[src/rtl/core/kpq_pkg.sv]
// ============================================================================
// kpq_pkg
// Shared widths, register codes, reset values and types of the knob position
// quantizer.
// ============================================================================
package kpq_pkg;

    localparam int SAMPLE_W          = 16;
    localparam int POSITION_W        = 4;
    localparam int FRACTION_W        = 17;
    localparam int SMALL_W           = 5;
    localparam int CFG_IDX_W         = 3;
    localparam int CFG_DATA_W        = 16;
    localparam int S_TDATA_W         = 16;
    localparam int M_TDATA_W         = 40;
    localparam int M_TUSER_W         = 2;
    localparam int M_PAD_W           = M_TDATA_W - POSITION_W - SAMPLE_W - FRACTION_W;
    localparam int MAX_POSITIONS_DEF = 16;
    localparam int QUEUE_DEPTH       = 4;

    localparam logic [CFG_IDX_W-1:0] REG_MIN_LEVEL  = 3'd0;
    localparam logic [CFG_IDX_W-1:0] REG_MAX_LEVEL  = 3'd1;
    localparam logic [CFG_IDX_W-1:0] REG_POSITIONS  = 3'd2;
    localparam logic [CFG_IDX_W-1:0] REG_HYSTERESIS = 3'd3;
    localparam logic [CFG_IDX_W-1:0] REG_RANGE_LOW  = 3'd4;
    localparam logic [CFG_IDX_W-1:0] REG_RANGE_HIGH = 3'd5;
    localparam logic [CFG_IDX_W-1:0] REG_COUNT      = 3'd6;

    localparam logic [SAMPLE_W-1:0]   MIN_LEVEL_RST  = 16'd0;
    localparam logic [SAMPLE_W-1:0]   MAX_LEVEL_RST  = 16'hFFFF;
    localparam logic [SMALL_W-1:0]    POSITIONS_RST  = 5'd10;
    localparam logic [SAMPLE_W-1:0]   HYSTERESIS_RST = 16'd0;
    localparam logic [SMALL_W-1:0]    RANGE_LOW_RST  = 5'd0;
    localparam logic [SMALL_W-1:0]    RANGE_HIGH_RST = 5'd16;

    localparam logic [FRACTION_W-1:0] FRAC_ONE       = 17'h10000;

    typedef struct packed {
        logic [SAMPLE_W-1:0] min_level;
        logic [SAMPLE_W-1:0] max_level;
        logic [SMALL_W-1:0]  positions;
        logic [SAMPLE_W-1:0] hysteresis;
        logic [SMALL_W-1:0]  range_low_index;
        logic [SMALL_W-1:0]  range_high_index;
    } cfg_t;

    typedef struct packed {
        logic [SAMPLE_W-1:0] tracked_level;
        logic                level_changed;
        logic [SAMPLE_W-1:0] sample;
    } item_t;

endpackage

[src/rtl/core/kpq_ram.sv]
// ============================================================================
// kpq_ram
// Generic single-write, single-read RAM with registered read data.
// ============================================================================
module kpq_ram #(
    parameter int WIDTH = 16,
    parameter int DEPTH = 15
) (
    input  logic                                      aclk,
    input  logic                                      we,
    input  logic [((DEPTH > 1) ? $clog2(DEPTH) : 1)-1:0] waddr,
    input  logic [WIDTH-1:0]                          wdata,
    input  logic [((DEPTH > 1) ? $clog2(DEPTH) : 1)-1:0] raddr,
    output logic [WIDTH-1:0]                          rdata
);

    logic [WIDTH-1:0] mem [DEPTH];

    always_ff @(posedge aclk) begin
        if (we) begin
            mem[waddr] <= wdata;
        end
        rdata <= mem[raddr];
    end

endmodule

[src/rtl/core/kpq_div.sv]
// ============================================================================
// kpq_div
// Restoring divider, one quotient bit per cycle: 32-bit dividend by 16-bit
// divisor, upper dividend half below the divisor, 16-bit quotient.
// ============================================================================
module kpq_div (
    input  logic        aclk,
    input  logic        aresetn,
    input  logic        start,
    input  logic [31:0] dividend,
    input  logic [15:0] divisor,
    output logic        done,
    output logic [15:0] quotient
);

    logic        busy_reg, busy_next;
    logic        done_reg, done_next;
    logic [4:0]  cnt_reg, cnt_next;
    logic [15:0] rem_reg, rem_next;
    logic [15:0] quo_reg, quo_next;
    logic [15:0] dsr_reg, dsr_next;
    logic [16:0] trial;

    always_comb begin
        busy_next = busy_reg;
        done_next = 1'b0;
        cnt_next  = cnt_reg;
        rem_next  = rem_reg;
        quo_next  = quo_reg;
        dsr_next  = dsr_reg;
        trial     = {rem_reg, quo_reg[15]};
        if (start) begin
            busy_next = 1'b1;
            cnt_next  = 5'd16;
            rem_next  = dividend[31:16];
            quo_next  = dividend[15:0];
            dsr_next  = divisor;
        end else if (busy_reg) begin
            if (trial >= {1'b0, dsr_reg}) begin
                rem_next = 16'(trial - {1'b0, dsr_reg});
                quo_next = {quo_reg[14:0], 1'b1};
            end else begin
                rem_next = trial[15:0];
                quo_next = {quo_reg[14:0], 1'b0};
            end
            cnt_next = cnt_reg - 5'd1;
            if (cnt_reg == 5'd1) begin
                busy_next = 1'b0;
                done_next = 1'b1;
            end
        end
    end

    always_ff @(posedge aclk) begin
        busy_reg <= busy_next;
        done_reg <= done_next;
        cnt_reg  <= cnt_next;
        rem_reg  <= rem_next;
        quo_reg  <= quo_next;
        dsr_reg  <= dsr_next;
        if (!aresetn) begin
            busy_reg <= 1'b0;
            done_reg <= 1'b0;
            cnt_reg  <= 5'd0;
        end
    end

    assign done     = done_reg;
    assign quotient = quo_reg;

endmodule

[src/rtl/core/kpq_fifo.sv]
// ============================================================================
// kpq_fifo
// Short register queue between the front and the back.
// ============================================================================
module kpq_fifo #(
    parameter int WIDTH = 33,
    parameter int DEPTH = 4
) (
    input  logic             aclk,
    input  logic             aresetn,
    input  logic             push,
    input  logic [WIDTH-1:0] push_data,
    output logic             full,
    input  logic             pop,
    output logic [WIDTH-1:0] pop_data,
    output logic             empty
);

    localparam int PW = (DEPTH > 1) ? $clog2(DEPTH) : 1;
    localparam int CW = $clog2(DEPTH + 1);

    logic [WIDTH-1:0] mem_reg [DEPTH];
    logic [PW-1:0]    wr_reg, wr_next;
    logic [PW-1:0]    rd_reg, rd_next;
    logic [CW-1:0]    cnt_reg, cnt_next;

    function automatic logic [PW-1:0] ptr_inc(input logic [PW-1:0] p);
        return (p == PW'(DEPTH - 1)) ? '0 : p + PW'(1);
    endfunction

    always_comb begin
        wr_next  = push ? ptr_inc(wr_reg) : wr_reg;
        rd_next  = pop ? ptr_inc(rd_reg) : rd_reg;
        cnt_next = cnt_reg + CW'(push) - CW'(pop);
    end

    always_ff @(posedge aclk) begin
        if (push) begin
            mem_reg[wr_reg] <= push_data;
        end
        wr_reg  <= wr_next;
        rd_reg  <= rd_next;
        cnt_reg <= cnt_next;
        if (!aresetn) begin
            wr_reg  <= '0;
            rd_reg  <= '0;
            cnt_reg <= '0;
        end
    end

    assign full     = (cnt_reg == CW'(DEPTH));
    assign empty    = (cnt_reg == '0);
    assign pop_data = mem_reg[rd_reg];

endmodule

[src/rtl/core/kpq_front.sv]
// ============================================================================
// kpq_front
// Sample intake: hysteresis level tracking with slope memory, queue push.
// ============================================================================
module kpq_front
    import kpq_pkg::*;
(
    input  logic                 aclk,
    input  logic                 aresetn,
    input  logic                 s_axis_tvalid,
    output logic                 s_axis_tready,
    input  logic [S_TDATA_W-1:0] s_axis_tdata,   // [15:0] sample
    input  logic [SAMPLE_W-1:0]  hysteresis,
    input  logic                 rebuild_busy,
    input  logic                 q_full,
    output logic                 q_push,
    output item_t                q_item
);

    typedef enum logic [1:0] {
        DIR_NONE,
        DIR_RISE,
        DIR_FALL
    } dir_t;

    logic [SAMPLE_W-1:0] held_reg, held_next;
    dir_t                dir_reg, dir_next;
    logic [SAMPLE_W-1:0] sample;
    logic [SAMPLE_W:0]   up_lim, dn_sum;
    logic                upd;
    dir_t                dir_new;

    always_comb begin
        sample  = s_axis_tdata[SAMPLE_W-1:0];
        up_lim  = {1'b0, held_reg} + {1'b0, hysteresis};
        dn_sum  = {1'b0, sample} + {1'b0, hysteresis};
        upd     = 1'b0;
        dir_new = dir_reg;
        if (sample > held_reg) begin
            if (({1'b0, sample} > up_lim) || (dir_reg == DIR_RISE)) begin
                upd     = 1'b1;
                dir_new = DIR_RISE;
            end
        end else if (sample < held_reg) begin
            if ((dn_sum < {1'b0, held_reg}) || (dir_reg == DIR_FALL)) begin
                upd     = 1'b1;
                dir_new = DIR_FALL;
            end
        end
        s_axis_tready        = !q_full && !rebuild_busy;
        q_push               = s_axis_tvalid && s_axis_tready;
        q_item.sample        = sample;
        q_item.level_changed = upd;
        q_item.tracked_level = upd ? sample : held_reg;
        held_next            = (q_push && upd) ? sample : held_reg;
        dir_next             = (q_push && upd) ? dir_new : dir_reg;
    end

    always_ff @(posedge aclk) begin
        held_reg <= held_next;
        dir_reg  <= dir_next;
        if (!aresetn) begin
            held_reg <= '0;
            dir_reg  <= DIR_NONE;
        end
    end

endmodule

[src/rtl/core/kpq_back.sv]
// ============================================================================
// kpq_back
// Threshold table rebuild, threshold walk, fraction divide, result register.
// ============================================================================
module kpq_back
    import kpq_pkg::*;
#(
    parameter int MAX_POSITIONS = MAX_POSITIONS_DEF
) (
    input  logic                 aclk,
    input  logic                 aresetn,
    input  cfg_t                 cfg,
    input  logic                 cfg_write,
    input  logic                 q_empty,
    output logic                 q_pop,
    input  item_t                q_item,
    output logic                 rebuild_busy,
    output logic                 m_axis_tvalid,
    input  logic                 m_axis_tready,
    output logic [M_TDATA_W-1:0] m_axis_tdata,
    output logic [M_TUSER_W-1:0] m_axis_tuser
);

    localparam int TD = MAX_POSITIONS - 1;
    localparam int AW = (TD > 1) ? $clog2(TD) : 1;
    localparam int CW = $clog2(MAX_POSITIONS);
    localparam logic [8:0] MAXP9 = 9'(MAX_POSITIONS);

    typedef enum logic [3:0] {
        ST_IDLE,
        ST_REB_DIV,
        ST_REB_WR,
        ST_WALK,
        ST_LO,
        ST_HI,
        ST_WAIT,
        ST_CLASS,
        ST_DIV,
        ST_DONE
    } state_t;

    typedef enum logic [1:0] {
        RD_NONE,
        RD_WALK,
        RD_LO,
        RD_HI
    } rd_kind_t;

    state_t               state_reg, state_next;
    rd_kind_t             rdk_reg, rdk_next;
    logic                 pend_reg, pend_next;
    logic [AW-1:0]        idx_reg, idx_next;
    logic [AW-1:0]        rdi_reg, rdi_next;
    logic [CW-1:0]        pos_reg, pos_next;
    logic [CW-1:0]        prev_reg, prev_next;
    logic [SAMPLE_W-1:0]  step_reg, step_next;
    logic [SAMPLE_W-1:0]  thr_reg, thr_next;
    item_t                item_reg, item_next;
    logic [SAMPLE_W-1:0]  lo_reg, lo_next;
    logic [SAMPLE_W-1:0]  hi_reg, hi_next;
    logic [FRACTION_W-1:0] frac_reg, frac_next;
    logic                 mv_reg, mv_next;
    logic [M_TDATA_W-1:0] md_reg, md_next;
    logic [M_TUSER_W-1:0] mu_reg, mu_next;

    logic [8:0]           n9, nc9, cnt9, low9, li9;
    logic [CW-1:0]        cnt;
    logic [SAMPLE_W-1:0]  span;
    logic                 last;
    logic                 pos_chg;

    logic                 ram_we;
    logic [AW-1:0]        ram_waddr, ram_raddr;
    logic [SAMPLE_W-1:0]  ram_rdata;
    logic                 div_start, div_done;
    logic [31:0]          div_dividend;
    logic [15:0]          div_divisor, div_quo;

    kpq_ram #(
        .WIDTH (SAMPLE_W),
        .DEPTH (TD)
    ) u_table (
        .aclk  (aclk),
        .we    (ram_we),
        .waddr (ram_waddr),
        .wdata (thr_reg),
        .raddr (ram_raddr),
        .rdata (ram_rdata)
    );

    kpq_div u_div (
        .aclk     (aclk),
        .aresetn  (aresetn),
        .start    (div_start),
        .dividend (div_dividend),
        .divisor  (div_divisor),
        .done     (div_done),
        .quotient (div_quo)
    );

    always_comb begin
        n9   = 9'(cfg.positions);
        nc9  = (n9 < 9'd2) ? 9'd2 : n9;
        nc9  = (nc9 > MAXP9) ? MAXP9 : nc9;
        cnt9 = nc9 - 9'd1;
        cnt  = CW'(cnt9);
        span = (cfg.max_level >= cfg.min_level) ? (cfg.max_level - cfg.min_level) : '0;
        low9 = 9'(cfg.range_low_index);
        li9  = (low9 > cnt9) ? cnt9 : low9;
        last = (CW'(idx_reg) == (cnt - CW'(1)));

        state_next   = state_reg;
        rdk_next     = RD_NONE;
        pend_next    = pend_reg;
        idx_next     = idx_reg;
        rdi_next     = rdi_reg;
        pos_next     = pos_reg;
        prev_next    = prev_reg;
        step_next    = step_reg;
        thr_next     = thr_reg;
        item_next    = item_reg;
        lo_next      = lo_reg;
        hi_next      = hi_reg;
        frac_next    = frac_reg;
        mv_next      = mv_reg && !m_axis_tready;
        md_next      = md_reg;
        mu_next      = mu_reg;
        pos_chg      = 1'b0;
        q_pop        = 1'b0;
        ram_we       = 1'b0;
        ram_waddr    = idx_reg;
        ram_raddr    = idx_reg;
        div_start    = 1'b0;
        div_dividend = {16'd0, span};
        div_divisor  = 16'(cnt);

        unique case (rdk_reg)
            RD_WALK: begin
                if (item_reg.sample > ram_rdata) begin
                    pos_next = CW'(rdi_reg) + CW'(1);
                end
            end
            RD_LO:   lo_next = ram_rdata;
            RD_HI:   hi_next = ram_rdata;
            RD_NONE: ;
            default: ;
        endcase

        unique case (state_reg)
            ST_IDLE: begin
                if (pend_reg) begin
                    div_start  = 1'b1;
                    pend_next  = 1'b0;
                    state_next = ST_REB_DIV;
                end else if (!q_empty) begin
                    q_pop      = 1'b1;
                    item_next  = q_item;
                    pos_next   = '0;
                    idx_next   = '0;
                    state_next = ST_WALK;
                end
            end
            ST_REB_DIV: begin
                if (div_done) begin
                    step_next  = div_quo;
                    thr_next   = cfg.min_level + (div_quo >> 1);
                    idx_next   = '0;
                    state_next = ST_REB_WR;
                end
            end
            ST_REB_WR: begin
                ram_we   = 1'b1;
                thr_next = thr_reg + step_reg;
                if (last) begin
                    state_next = ST_IDLE;
                end else begin
                    idx_next = idx_reg + AW'(1);
                end
            end
            ST_WALK: begin
                rdk_next = RD_WALK;
                rdi_next = idx_reg;
                if (last) begin
                    state_next = ST_LO;
                end else begin
                    idx_next = idx_reg + AW'(1);
                end
            end
            ST_LO: begin
                if (cfg.range_low_index == '0) begin
                    lo_next = '0;
                end else begin
                    ram_raddr = AW'(li9 - 9'd1);
                    rdk_next  = RD_LO;
                end
                state_next = ST_HI;
            end
            ST_HI: begin
                if (9'(cfg.range_high_index) >= cnt9) begin
                    hi_next = cfg.max_level;
                end else begin
                    ram_raddr = AW'(cfg.range_high_index);
                    rdk_next  = RD_HI;
                end
                state_next = ST_WAIT;
            end
            ST_WAIT: begin
                state_next = ST_CLASS;
            end
            ST_CLASS: begin
                state_next = ST_DONE;
                if (item_reg.sample > hi_reg) begin
                    frac_next = FRAC_ONE;
                end else if (item_reg.sample < lo_reg) begin
                    frac_next = '0;
                end else if (hi_reg == lo_reg) begin
                    frac_next = '0;
                end else if (item_reg.sample == hi_reg) begin
                    frac_next = FRAC_ONE;
                end else begin
                    div_start    = 1'b1;
                    div_dividend = {item_reg.sample - lo_reg, 16'd0};
                    div_divisor  = hi_reg - lo_reg;
                    state_next   = ST_DIV;
                end
            end
            ST_DIV: begin
                if (div_done) begin
                    frac_next  = {1'b0, div_quo};
                    state_next = ST_DONE;
                end
            end
            ST_DONE: begin
                if (!mv_reg || m_axis_tready) begin
                    pos_chg    = (pos_reg != prev_reg);
                    prev_next  = pos_reg;
                    mv_next    = 1'b1;
                    md_next    = {{M_PAD_W{1'b0}}, frac_reg, item_reg.tracked_level,
                                  POSITION_W'(pos_reg)};
                    mu_next    = {item_reg.level_changed, pos_chg};
                    state_next = ST_IDLE;
                end
            end
            default: state_next = ST_IDLE;
        endcase

        if (cfg_write) begin
            pend_next = 1'b1;
        end
    end

    always_ff @(posedge aclk) begin
        state_reg <= state_next;
        rdk_reg   <= rdk_next;
        pend_reg  <= pend_next;
        idx_reg   <= idx_next;
        rdi_reg   <= rdi_next;
        pos_reg   <= pos_next;
        prev_reg  <= prev_next;
        step_reg  <= step_next;
        thr_reg   <= thr_next;
        item_reg  <= item_next;
        lo_reg    <= lo_next;
        hi_reg    <= hi_next;
        frac_reg  <= frac_next;
        mv_reg    <= mv_next;
        md_reg    <= md_next;
        mu_reg    <= mu_next;
        if (!aresetn) begin
            state_reg <= ST_IDLE;
            rdk_reg   <= RD_NONE;
            pend_reg  <= 1'b1;
            prev_reg  <= '0;
            mv_reg    <= 1'b0;
        end
    end

    assign rebuild_busy  = pend_reg || (state_reg == ST_REB_DIV) || (state_reg == ST_REB_WR);
    assign m_axis_tvalid = mv_reg;
    assign m_axis_tdata  = md_reg;
    assign m_axis_tuser  = mu_reg;

endmodule

[src/rtl/core/knob_position_quantizer.sv]
// ============================================================================
// knob_position_quantizer
// Knob sample quantizer: detent position, hysteresis level and range fraction.
// ============================================================================
// Per item the back pops the queue head, walks the table over cnt entries, one table
// read per cycle (cnt = clamped position count - 1), reads the range bounds,
// classifies the fraction, runs the serial divide when needed and registers the result.
// Items are handled one at a time; a 4-entry queue keeps taking samples meanwhile.
// Reset (aresetn low, synchronous) restores the register defaults; after reset
// and each register write the table is rebuilt, tready low.
module knob_position_quantizer
    import kpq_pkg::*;
#(
    parameter int MAX_POSITIONS = MAX_POSITIONS_DEF
) (
    input  logic                  aclk,
    input  logic                  aresetn,
    input  logic                  s_axis_tvalid,
    output logic                  s_axis_tready,
    input  logic [S_TDATA_W-1:0]  s_axis_tdata,   // [15:0] sample
    output logic                  m_axis_tvalid,
    input  logic                  m_axis_tready,
    output logic [M_TDATA_W-1:0]  m_axis_tdata,   // [3:0] position, [19:4] tracked_level,
                                                  // [36:20] fraction, [39:37] zero
    output logic [M_TUSER_W-1:0]  m_axis_tuser,   // [0] position_changed, [1] level_changed
    input  logic                  cfg_valid,
    output logic                  cfg_ready,
    input  logic [CFG_IDX_W-1:0]  cfg_index,
    input  logic [CFG_DATA_W-1:0] cfg_data
);

    cfg_t  cfg_reg, cfg_next;
    logic  cfg_write;
    logic  rebuild_busy;
    logic  q_push, q_pop, q_full, q_empty;
    item_t q_in, q_out;

    always_comb begin
        cfg_next  = cfg_reg;
        cfg_write = 1'b0;
        if (cfg_valid && cfg_ready) begin
            cfg_write = 1'b1;
            unique case (cfg_index)
                REG_MIN_LEVEL:  cfg_next.min_level        = cfg_data;
                REG_MAX_LEVEL:  cfg_next.max_level        = cfg_data;
                REG_POSITIONS:  cfg_next.positions        = cfg_data[SMALL_W-1:0];
                REG_HYSTERESIS: cfg_next.hysteresis       = cfg_data;
                REG_RANGE_LOW:  cfg_next.range_low_index  = cfg_data[SMALL_W-1:0];
                REG_RANGE_HIGH: cfg_next.range_high_index = cfg_data[SMALL_W-1:0];
                default:        cfg_write = 1'b0;
            endcase
        end
    end

    always_ff @(posedge aclk) begin
        cfg_reg <= cfg_next;
        if (!aresetn) begin
            cfg_reg.min_level        <= MIN_LEVEL_RST;
            cfg_reg.max_level        <= MAX_LEVEL_RST;
            cfg_reg.positions        <= POSITIONS_RST;
            cfg_reg.hysteresis       <= HYSTERESIS_RST;
            cfg_reg.range_low_index  <= RANGE_LOW_RST;
            cfg_reg.range_high_index <= RANGE_HIGH_RST;
        end
    end

    assign cfg_ready = 1'b1;

    kpq_front u_front (
        .aclk          (aclk),
        .aresetn       (aresetn),
        .s_axis_tvalid (s_axis_tvalid),
        .s_axis_tready (s_axis_tready),
        .s_axis_tdata  (s_axis_tdata),
        .hysteresis    (cfg_reg.hysteresis),
        .rebuild_busy  (rebuild_busy),
        .q_full        (q_full),
        .q_push        (q_push),
        .q_item        (q_in)
    );

    kpq_fifo #(
        .WIDTH ($bits(item_t)),
        .DEPTH (QUEUE_DEPTH)
    ) u_queue (
        .aclk      (aclk),
        .aresetn   (aresetn),
        .push      (q_push),
        .push_data (q_in),
        .full      (q_full),
        .pop       (q_pop),
        .pop_data  (q_out),
        .empty     (q_empty)
    );

    kpq_back #(
        .MAX_POSITIONS (MAX_POSITIONS)
    ) u_back (
        .aclk          (aclk),
        .aresetn       (aresetn),
        .cfg           (cfg_reg),
        .cfg_write     (cfg_write),
        .q_empty       (q_empty),
        .q_pop         (q_pop),
        .q_item        (q_out),
        .rebuild_busy  (rebuild_busy),
        .m_axis_tvalid (m_axis_tvalid),
        .m_axis_tready (m_axis_tready),
        .m_axis_tdata  (m_axis_tdata),
        .m_axis_tuser  (m_axis_tuser)
    );

endmodule

[config.mk]
export PLATFORM = sky130hd
export DESIGN_NAME = knob_position_quantizer
export DESIGN_NICKNAME = d
export VERILOG_FILES = /design/src/rtl/core/kpq_pkg.sv /design/src/rtl/core/kpq_ram.sv /design/src/rtl/core/kpq_div.sv /design/src/rtl/core/kpq_fifo.sv /design/src/rtl/core/kpq_front.sv /design/src/rtl/core/kpq_back.sv /design/src/rtl/core/knob_position_quantizer.sv
export SDC_FILE = /design/constraint.sdc
export NUM_CORES = 1
export LEC_CHECK = 0
export ABC_AREA = 1
export BUFFER_PORTS_ARGS = -buffer_cell sky130_fd_sc_hd__buf_2
export CAP_MARGIN = 20
export CELL_PAD_IN_SITES_DETAIL_PLACEMENT = 2
export CELL_PAD_IN_SITES_GLOBAL_PLACEMENT = 2
export CORE_MARGIN = 10
export CORE_UTILIZATION = 44
export DETAILED_ROUTE_END_ITERATION = 7
export GPL_TIMING_DRIVEN = 0
export HOLD_SLACK_MARGIN = 0.03
export PLACE_DENSITY_LB_ADDON = 0.1
export SLEW_MARGIN = 5
export SYNTH_ARGS = -nofsm -noshare
export SYNTH_HDL_FRONTEND = slang
export SYNTH_SLANG_ARGS = --single-unit
[constraint.sdc]
create_clock -name aclk -period 9.1 [get_ports aclk]
set_clock_uncertainty 0.05 [all_clocks]
set_input_delay 0.91 -clock aclk [delete_from_list [all_inputs] [get_ports aclk]]
set_output_delay 0.91 -clock aclk [all_outputs]
set_load 0.02 [all_outputs]
==> flow_metrics.py <==
metrics = {
    "clock_network": {
        "cts-hold-fix-buffers": 0,
        "post_cts_buffers": 0,
        "cts_tree": "built",
        "insertion_delay_ns": 0.65,
        "ctsRootBufferMaster": "clkbuf_16",
        "htree_levels": 3,
        "cts_resized": 0,
        "cts.sink_count": 708,
        "cts_buffers": 80,
        "clock_path_buffers": 3,
        "path_clk_slew_ns": 0.06,
    },
    "logic_synthesis": {
        "yosys.area_share.xor_xnor_pct": 2.29,
        "yosysSeqAreaShare_pct": 54.8,
        "synth_top_family_by_area": "simple AND/OR/NAND/NOR gates",
        "ys_ff_latch": 708,
        "synth_mux_area_share_pct": 0.0279,
        "yosys_warnings": 0,
        "synth_compound_area_share_pct": 10.4,
        "synth_flop_cell": "edfxtp_1",
        "yosysTopAreaCell": "edfxtp_1",
        "synth_edf_count": 549,
        "synthAdderAreaFrac_pct": 8.55,
        "syn_area_um2": 35900,
        "synth_top_area_share_pct": 45.9,
        "netlist_top_cells_area": "edfxtp_1, dfxtp_1, ha_1",
        "synthCells": 3740,
        "synthSimpleGateAreaFrac_pct": 16.6,
        "async_flop_share_pct": 0,
        "ys_types": 53,
        "syn_area_per_cell_um2": 9.60,
    },
    "worst_setup_path": {
        "crit_fanout": 10,
        "rr_worst_depth": 24,
        "start_kind": "register",
        "crit_start": "cfg_reg[30]",
        "regToRegEndpoint": "u_back.u_table.rdata[7]",
        "path_class": "register to register",
        "cp_data_arrival_time_ns": 6.91,
        "cp.required_ns": 9.62,
        "cp-end-kind": "register",
        "critPathTopFamily": "simple AND/OR/NAND/NOR gates",
        "ff2ff_setup_slack_ns": 2.72,
        "cp_slowest_stage_delay_ns": 0.78,
        "crit_path_end": "u_back.u_table.rdata[7]",
        "r2r-start": "cfg_reg[30]",
        "worst-path-stages": 24,
        "critPathBufInv": 2,
        "path_common_cell": "nand2_1",
        "slowest_stage": "xor2_1",
        "path_cells": "nor2_2 -> nand2_1 -> ha_1 -> xor2_1 -> ha_1 -> nand2_1 -> o21ai_0 -> nand2_1 -> nand2_1 -> nand2_1 -> nand2_2 -> nand3_2 -> nand2_1 -> nand2_1 -> ha_1 -> nand2_1 -> o211ai_1 -> o211ai_1 -> inv_2 -> clkbuf_1 -> nand3_1 -> nand3_1 -> nand3_1 -> nand2_1",
    },
    "die": {
        "dieArea_um2": 93400,
        "die_y_um": 306,
        "die_x_um": 306,
        "rows": 104,
        "start_util_pct": 44.5,
        "coreArea_um2": 80700,
        "io_pins": 85,
    },
    "job": {
        "max-cap-violations": 0,
    },
    "outcome": {
        "status": "completed",
    },
    "pwr": {
        "p_per_area_nw_per_um2": 316,
        "ir_drop_uv": 170,
        "p_leak_nw": 16.4,
    },
    "finish": {
        "fin_nets": 4205,
        "n_fill_cell": 8410,
        "layout_common_cells": "nand2_1, edfxtp_1, inv_1, nand3_1, a21oi_1",
        "areaGrowthSynthToFinish_pct": 13.4,
        "drive_gt1_share_pct": 8.32,
        "ff_latch_area_um2": 19700,
        "final_common_cell": "nand2_1",
        "multi_input_area_um2": 13700,
        "largest_reg_flops": 240,
    },
    "timing": {
        "post-route-worst-setup-slack_ns": 2.72,
        "worst_pin_slew_ns": 1.22,
        "min_period_ns": 6.38,
        "report.final.slew_viol_count": 0,
        "max_freq_ghz": 0.157,
        "rsz0062_at_grt": "no",
        "period_share_pct": 70.1,
        "tns_ns": 0,
        "hold_viol_final": 0,
        "finalSetupViolCount": 0,
        "timing.slew.headroom_pct": 18.9,
    },
    "place": {
        "dp_hpwl_um": 106000,
        "numPortBuffers": 79,
        "dpl_worst_slack_ns": 2.88,
        "gp_congestion": 0.892,
    },
    "routing": {
        "routed_wirelength_um": 153000,
        "initialDrtViolationCount": 2777,
        "drc": 0,
        "first_pass_iters": 6,
        "via_per_inst": 6.08,
        "wl_per_cell_um": 30.2,
        "vias": 30700,
        "antenna_left": 0,
    },
    "grt": {
        "overflow": 0,
        "grt_max_degree": 26,
        "antenna_found_initial": 7,
        "grt_pass1_wl_um": 225000,
        "track_usage_pct": 31.9,
        "first_global_vias": 34100,
    },
    "min_path": {
        "worstHoldPathType": "register to register",
    },
}
==> cell families after synthesis <==
logic type      Yosys count
compound gates          681
flops                   708
other cells               2
simple gates           1352
mux                       1
xor+xnor                 94
fa+ha+maj               240
buf+inv                 662
==> cell type report <==
| type | count | area share, % |
|---|---|---|
| flip-flops and latches | 708 | 48.3 |
| multi-input cells | 2372 | 33.6 |
| clock buffers | 107 | 5.52 |
| inverters | 528 | 4.87 |
| well taps | 1060 | 3.26 |
| repair buffers | 101 | 1.84 |
| plain buffers | 134 | 1.58 |
| clock inverters | 40 | 0.950 |
| diodes | 3 | 0.0184 |
==> per-stage QoR <==
stage	hold slack, ns	utilization, %	cells	area (um2)	power (mW)
final	0.358	50.5	5053	40700	12.9
after global placement	0.351	46.6	4881	37600	8.76
after floorplan	0.350	-	3742	35900	7.23
after CTS	0.351	50.4	5049	40700	12.8
after detailed placement	0.356	47.1	4902	38000	9.25
after global routing	0.366	50.4	5051	40700	13.4
==> cells in the mapped netlist, types with 7 or more instances <==
master and count:
buf_2 38, o21ai_0 238, o211ai_1 11, buf_1 11, edfxtp_1 549, xor2_1 59, o21bai_1 10, dfxtp_1 159
a21oi_1 273, nand3_1 387, a31oi_1 20, clkbuf_1 70, o22ai_1 35, nor2_1 236, nand2_1 594, nand4_1 26
inv_1 517, xnor2_1 35, nand3b_1 51, o31ai_1 17, nor2_2 7, fa_1 9, inv_2 8, o21a_1 11
buf_6 10, a211oi_1 12, nor3_1 30, ha_1 231, o21ai_1 25
==> per-layer routing <==
| layer | vias to the layer above | share of wire, % | global-route usage [%] |
|---|---|---|---|
| met5 | - | 0.018 | 0 |
| met4 | 4 | 4.9 | 14.8 |
| met3 | 414 | 6.6 | 5.22 |
| met2 | 1317 | 48 | 54.0 |
| met1 | 15800 | 40 | 39.5 |
| li1 | 13200 | - | - |
==> where the power goes <==
part	internal, mW	leakage (nW)	switching [mW]
clock	1.89	1.29	1.46
combinational	1.40	8.84	3.47
sequential	4.12	6.30	0.529
total	7.41	16.4	5.47
==> how the worst min path moves through the flow <==
stage / startpoint / endpoint / cells past startpoint
finish: u_back.item_reg[27] / u_back.m_axis_tdata[14] / 0
global route: u_back.item_reg[30] / u_back.m_axis_tdata[17] / 0
CTS: u_back.item_reg[27] / u_back.m_axis_tdata[14] / 0
detailed placement: u_back.frac_reg[11] / u_back.m_axis_tdata[31] / 0
global placement: u_back.item_reg[22] / u_back.m_axis_tdata[9] / 0
floorplan: u_back.item_reg[23] / u_back.m_axis_tdata[10] / 0
No activity file was read; power rests on OpenSTA's default activity.
